$ cat config.mk
export PLATFORM = sky130hd
export DESIGN_NAME = fshh_base_scan
export DESIGN_NICKNAME = d
export VERILOG_FILES = /design/src/hdl/fshh_pkg.sv /design/src/hdl/fshh_base_scan.sv
export SDC_FILE = /design/constraint.sdc
export NUM_CORES = 2
export LEC_CHECK = 0
export BUFFER_PORTS_ARGS = -buffer_cell sky130_fd_sc_hd__buf_2
export CAP_MARGIN = 25
export CORE_MARGIN = 4
export CORE_UTILIZATION = 45
export DETAILED_ROUTE_END_ITERATION = 7
export PLACE_DENSITY = 0.61
export SETUP_SLACK_MARGIN = 0.2
export SLEW_MARGIN = 5
export SYNTH_ARGS = -nofsm -noshare
export SYNTH_HDL_FRONTEND = slang
export SYNTH_SLANG_ARGS = --single-unit
$ cat constraint.sdc
create_clock -name clock -period 6 [get_ports clock]
set_clock_uncertainty 0.1 [all_clocks]
set_input_delay 0.3 -clock clock [delete_from_list [all_inputs] [get_ports clock]]
set_output_delay 0.3 -clock clock [all_outputs]
set_load 0.1 [all_outputs]
$ cat src/hdl/fshh_pkg.sv
package fshh_pkg;

   // sizes of the stores
   localparam int Flows        = 256;
   localparam int RunBins      = 12;
   localparam int SignalBins   = 1024;
   localparam int MaxBases     = 1024;

   localparam int CountBits     = 16;
   localparam int CodeBits      = 3;
   localparam int FlowCountBits = 9;
   localparam int OpBits        = 2;
   localparam int StatusBits    = 3;

   localparam int FlowBits     = $clog2(Flows);
   localparam int FlowIdxBits  = $clog2(Flows + 1);
   localparam int RunBits      = $clog2(RunBins);
   localparam int SignalBits   = $clog2(SignalBins);
   localparam int BaseAddrBits = $clog2(MaxBases);
   localparam int BasePtrBits  = $clog2(MaxBases + 1);
   localparam int HistDepth    = Flows * RunBins * SignalBins;
   localparam int HistAddrBits = $clog2(HistDepth);

   // register file
   localparam int CsrAddrBits = 3;
   localparam int CsrDataBits = 32;
   localparam logic REG_FLOW_COUNT = 1'b0;
   localparam logic [FlowCountBits-1:0] FlowCountReset = FlowCountBits'(256);

   typedef enum logic [OpBits-1:0] {
      OP_LOAD  = 2'd0,
      OP_FLOW  = 2'd1,
      OP_QUERY = 2'd2,
      OP_NONE  = 2'd3
   } op_type;

   typedef enum logic [StatusBits-1:0] {
      STAT_OK   = 3'd0,
      STAT_FULL = 3'd1,
      STAT_FLOW = 3'd2,
      STAT_RUN  = 3'd3,
      STAT_SIG  = 3'd4
   } status_type;

   typedef enum logic [2:0] {
      SM_CLEAR,
      SM_IDLE,
      SM_SCAN,
      SM_QUERY,
      SM_INCR
   } state_type;

   typedef struct packed {
      logic                load;
      logic                start;
      logic [CodeBits-1:0] code;
      logic                scan_clear;
      logic                scan_en;
      logic [CodeBits-1:0] flow_base;
   } base_ctl_type;

   typedef struct packed {
      logic               full;
      logic               match;
      logic [RunBits-1:0] run;
      logic               run_clamp;
   } base_sts_type;

   typedef struct packed {
      logic                    rd;
      logic                    wr;
      logic [HistAddrBits-1:0] addr;
      logic [CountBits-1:0]    wdata;
   } hist_req_type;

   function automatic logic [HistAddrBits-1:0] hist_addr(
      input logic [FlowBits-1:0]   f,
      input logic [RunBits-1:0]    r,
      input logic [SignalBits-1:0] s
   );
      logic [HistAddrBits-1:0] row;
      row = HistAddrBits'(f) * HistAddrBits'(RunBins) + HistAddrBits'(r);
      return row * HistAddrBits'(SignalBins) + HistAddrBits'(s);
   endfunction

endpackage

$ cat src/hdl/fshh_base_scan.sv
module fshh_base_scan (
   input  logic                  clock,
   input  logic                  reset,
   input  fshh_pkg::base_ctl_type ctl,
   output fshh_pkg::base_sts_type sts
);

   logic [fshh_pkg::CodeBits-1:0]    mem [0:fshh_pkg::MaxBases-1];
   logic [fshh_pkg::CodeBits-1:0]    rd_data_ff;
   logic [fshh_pkg::BasePtrBits-1:0] loaded_ff, loaded_in, loaded_base;
   logic [fshh_pkg::BasePtrBits-1:0] ptr_ff, ptr_in;
   logic [fshh_pkg::RunBits-1:0]     run_ff, run_in;
   logic                             clamp_ff, clamp_in;
   logic                             do_write;
   logic                             match;
   logic [fshh_pkg::BaseAddrBits-1:0] waddr, raddr;

   always_comb begin
      loaded_base = (ctl.load && ctl.start) ? '0 : loaded_ff;
      do_write    = ctl.load && (32'(loaded_base) < fshh_pkg::MaxBases);
      loaded_in   = do_write ? loaded_base + 1'b1 : loaded_base;
      waddr       = loaded_base[fshh_pkg::BaseAddrBits-1:0];

      // rd_data_ff always holds the entry under the pointer
      match = ctl.scan_en && (ptr_ff < loaded_ff) && (rd_data_ff == ctl.flow_base);

      if (ctl.load && ctl.start) begin
         ptr_in = '0;
      end else if (match) begin
         ptr_in = ptr_ff + 1'b1;
      end else begin
         ptr_in = ptr_ff;
      end
      raddr = ptr_in[fshh_pkg::BaseAddrBits-1:0];

      run_in   = run_ff;
      clamp_in = clamp_ff;
      if (ctl.scan_clear) begin
         run_in   = '0;
         clamp_in = 1'b0;
      end else if (match) begin
         if (32'(run_ff) == fshh_pkg::RunBins - 1) begin
            clamp_in = 1'b1;
         end else begin
            run_in = run_ff + 1'b1;
         end
      end

      sts.full      = (32'(loaded_ff) == fshh_pkg::MaxBases);
      sts.match     = match;
      sts.run       = run_ff;
      sts.run_clamp = clamp_ff;
   end

   always_ff @(posedge clock) begin
      if (do_write) begin
         mem[waddr] <= ctl.code;
      end
      // forward a base written under the pointer
      if (do_write && (waddr == raddr)) begin
         rd_data_ff <= ctl.code;
      end else begin
         rd_data_ff <= mem[raddr];
      end
   end

   always_ff @(posedge clock) begin
      if (reset) begin
         loaded_ff <= '0;
         ptr_ff    <= '0;
         run_ff    <= '0;
         clamp_ff  <= 1'b0;
      end else begin
         loaded_ff <= loaded_in;
         ptr_ff    <= ptr_in;
         run_ff    <= run_in;
         clamp_ff  <= clamp_in;
      end
   end

endmodule

==> flow_metrics.tcl <==
set metrics [dict create \
    power.leakage_uw 0.0429 \
    synth_adder_area_share_pct 0.160 \
    synth_most_common_cell "edfxtp_1" \
    cts_tree "done" \
    port_buffers 18 \
    syn_avg_cell_area_sq_um 18.5 \
    routedWlPerCell_um 34.2 \
    crit_slowest_cell "mux4_2" \
    track_usage_pct 25.8 \
    path_class "reg2out" \
    yosysSeqAreaShare_pct 74.2 \
    dr.pass1.iters 5 \
    slew_headroom_pct 20.9 \
    core_area_sq_um 277000 \
    critPathBufInv 5 \
    cts_buffers 318 \
    p_per_area_nw_per_um2 312 \
    setup_violations 0 \
    grt.overflow.total 0 \
    p_seq_share_pct 53.7 \
    power_uw 44400 \
    dp_hpwl_um 221000 \
    drt-initial-drc-count 10200 \
    syn2layout_area_growth_pct 13.7 \
    start_util_pct 45.3 \
    worstMarginPinSlew_ns 1.19 \
    rsz0062_at_grt "false" \
    combPwrFrac_pct 1.9 \
    utilization_pct 51.5 \
    ys_types 95 \
    clock_path_buffers 4 \
    yosys_warnings 0 \
    p_switching_uw 9030 \
    maxCapViolCount 0 \
    synth_compound_area_share_pct 3.14 \
    ys_async_sr_fraction_pct 0 \
    cp-start-kind "flip-flop" \
    cts_max_level 5 \
    crit_chain "buf_12 -> buf_12 -> buf_6 -> mux4_2 -> mux4_2 -> a221o_1 -> or3_4 -> nand3_4 -> o2bb2ai_1 -> o31a_1 -> or4_4 -> and2_4 -> nor3_2 -> buf_6 -> buf_12" \
    rows 193 \
    routabilityCongestion 0.855 \
    p_clk_share_pct 44.4 \
    period_share_pct 95.4 \
    synth_ff_type "edfxtp_1" \
    p_sw_share_pct 20.3 \
    synth_top_cell_area_share_pct 73.7 \
    syn_inst 6776 \
    critPathCaptureType "primary output" \
    syn_nets 6804 \
    synthTopCellsByArea "edfxtp_1, mux4_2, nor2_1" \
    slew_viol_final 0 \
    ys_top_cells_by_count "edfxtp_1, nor2_1, mux4_2" \
    drcViolationCount 0 \
    ant_nets 0 \
    hold_path_class "in2reg" \
    synth_edf_count 3072 \
    clk_pin_slew_ns 0.07 \
    totalWireLength_um 375000 \
    ys_ff_latch 3109 \
    min_period_ns 5.72 \
    ir_worst_vdd_mv 0.200 \
    clk_latency_ns 0.89 \
    cp_data_required_time_ns 5.60 \
    setup_tns_ns 0 \
    cp_max_fo 8 \
    layout-drive-gt1-share_pct 23.4 \
    crit_family "simple AND/OR/NAND/NOR gates" \
    synthSimpleGateAreaFrac_pct 5.28 \
    viasPerCell 6.28 \
    grt_pass1_vias 68300 \
    clock_sinks 3109 \
    slowest_delay_ns 0.53 \
    grt_pass1_wl_um 527000 \
    synth-xor-area-share_pct 0.0559 \
    fin_nets 7040 \
    die_area_sq_um 287000 \
    p_int_uw 35400 \
    syn-cell-area_sq_um 125000 \
    status "complete, no violations" \
    fmax_ghz 0.175 \
    grt_start_max_net_pins 239 \
    synth_top_family_by_area "multiplexers" \
    pin_count 19 \
    muxShareOfSynthArea_pct 14.8 \
    yosysTopAreaCell "edfxtp_1" \
    die_h_um 536 \
    hold_viol_final 0 \
    fp.dieW_um 536 \
    crit_top_cell "buf_12" \
    vias 68900 \
    crit_arrival_ns 5.32 \
    root_buffer "clkbuf_16" \
    antenna_found_initial 31 \
]
worst reg2reg max path, stage by stage, from the launching register on:
cell and delay, ns:
dfxtp_4 0.48, buf_12 0.16, buf_12 0.12, buf_6 0.17
mux4_2 0.53, mux4_2 0.52, a221o_1 0.39, or3_4 0.41
nand3_4 0.14, o2bb2ai_1 0.10, o31a_1 0.26, or4_4 0.43
and2_4 0.19, buf_4 0.20, nor4b_4 0.36, mux2i_1 0.23
cell families (layout without fill, tap and decap cells):
group                      Yosys count  in the layout
other                                0              5
DFF                               3109           3109
xor gates and xnor gates             8              8
adders and majority gates           16             16
and+or+nand+nor                   1582           1583
muxes                              985            985
buffers and inverters              516           1001
AOI/OAI and AO/OA                  560            560
state kept, by name, indices dropped and copies added, names as in the netlist, named ones only:
| register | flops |
|---|---|
| loaded_ff | 11 |
| run_ff | 4 |
| clamp_ff | 1 |
| ptr_ff | 11 |
| mem | 3072 |
path summary, 6_finish.rpt:
path	endpoint	depth (start not counted)	start	slack [ns]
worst min-delay path	ptr_ff[0]	6	ctl[3]	0.07
worst min register to register	ptr_ff[10]	2	ptr_ff[10]	0.39
worst max-delay path	sts[5]	15	flip-flop	0.28
worst max register to register	flip-flop	15	flip-flop	1.10
power by group through the flow:
stage	clock network [uW]	registers (uW)	logic, uW
after detailed placement	0	24300	794
after global placement	0	24300	773
after global routing	20800	23800	897
final	19700	23900	848
after CTS	19900	23900	832
after floorplan	0	24300	305
cells in the final DEF, fill, tap and decap left out, types with 33 or more instances in the layout:
master,instances
clkbuf_1,54
buf_12,56
edfxtp_1,3072
clkinv_1,65
clkinv_2,60
clkbuf_16,326
nand3_1,53
a22oi_1,73
mux4_2,661
o221ai_1,80
buf_4,275
a21oi_1,100
o21ai_0,51
nand2_1,202
mux2i_1,275
nand2_4,33
nor2_1,1086
o22ai_1,58
per-layer routing:
metal / wire [um] / track usage (%) / vias up
met2: 171000 / 39.0 / 4167
met4: 14200 / 8.76 / 16
li1: - / - / 27700
met5: 100 / 0 / -
met3: 42500 / 5.95 / 688
met1: 147000 / 37.2 / 36400
area by class of cell:
| class | instances | area [sq um] |
|---|---|---|
| Timing Repair Buffer | 409 | 4440 |
| Multi-Input combinational cell | 3152 | 30100 |
| Sequential cell | 3109 | 93000 |
| Clock buffer | 383 | 8370 |
| Clock inverter | 187 | 1820 |
| Inverter | 22 | 103 |
| Tap cell | 3705 | 4640 |
| Antenna cell | 5 | 12.5 |
| Fill cell | 22100 | 134000 |
metrics by stage:
stage               instance area, sq um  std cells  hold slack [ns]  worst slack [ns]
floorplan                         125000       6776            0.299              1.47
global placement                  130000      10300            0.378             0.205
detailed placement                131000      10300            0.370             0.219
CTS                               142000      10900           0.0107             0.213
global route                      142000      11000           0.0846             0.203
finish                            142000      11000           0.0694             0.278
what timing repair did:
action,in CTS,in global routing
resized for setup,70,62
setup endpoints to repair,1,1
cloned,10,3
hold buffers,8,0
buffers inserted,31,21
pin swaps,2,11
endpoints found under the hold margin,305,0
(Power assumes the default switching activity.)
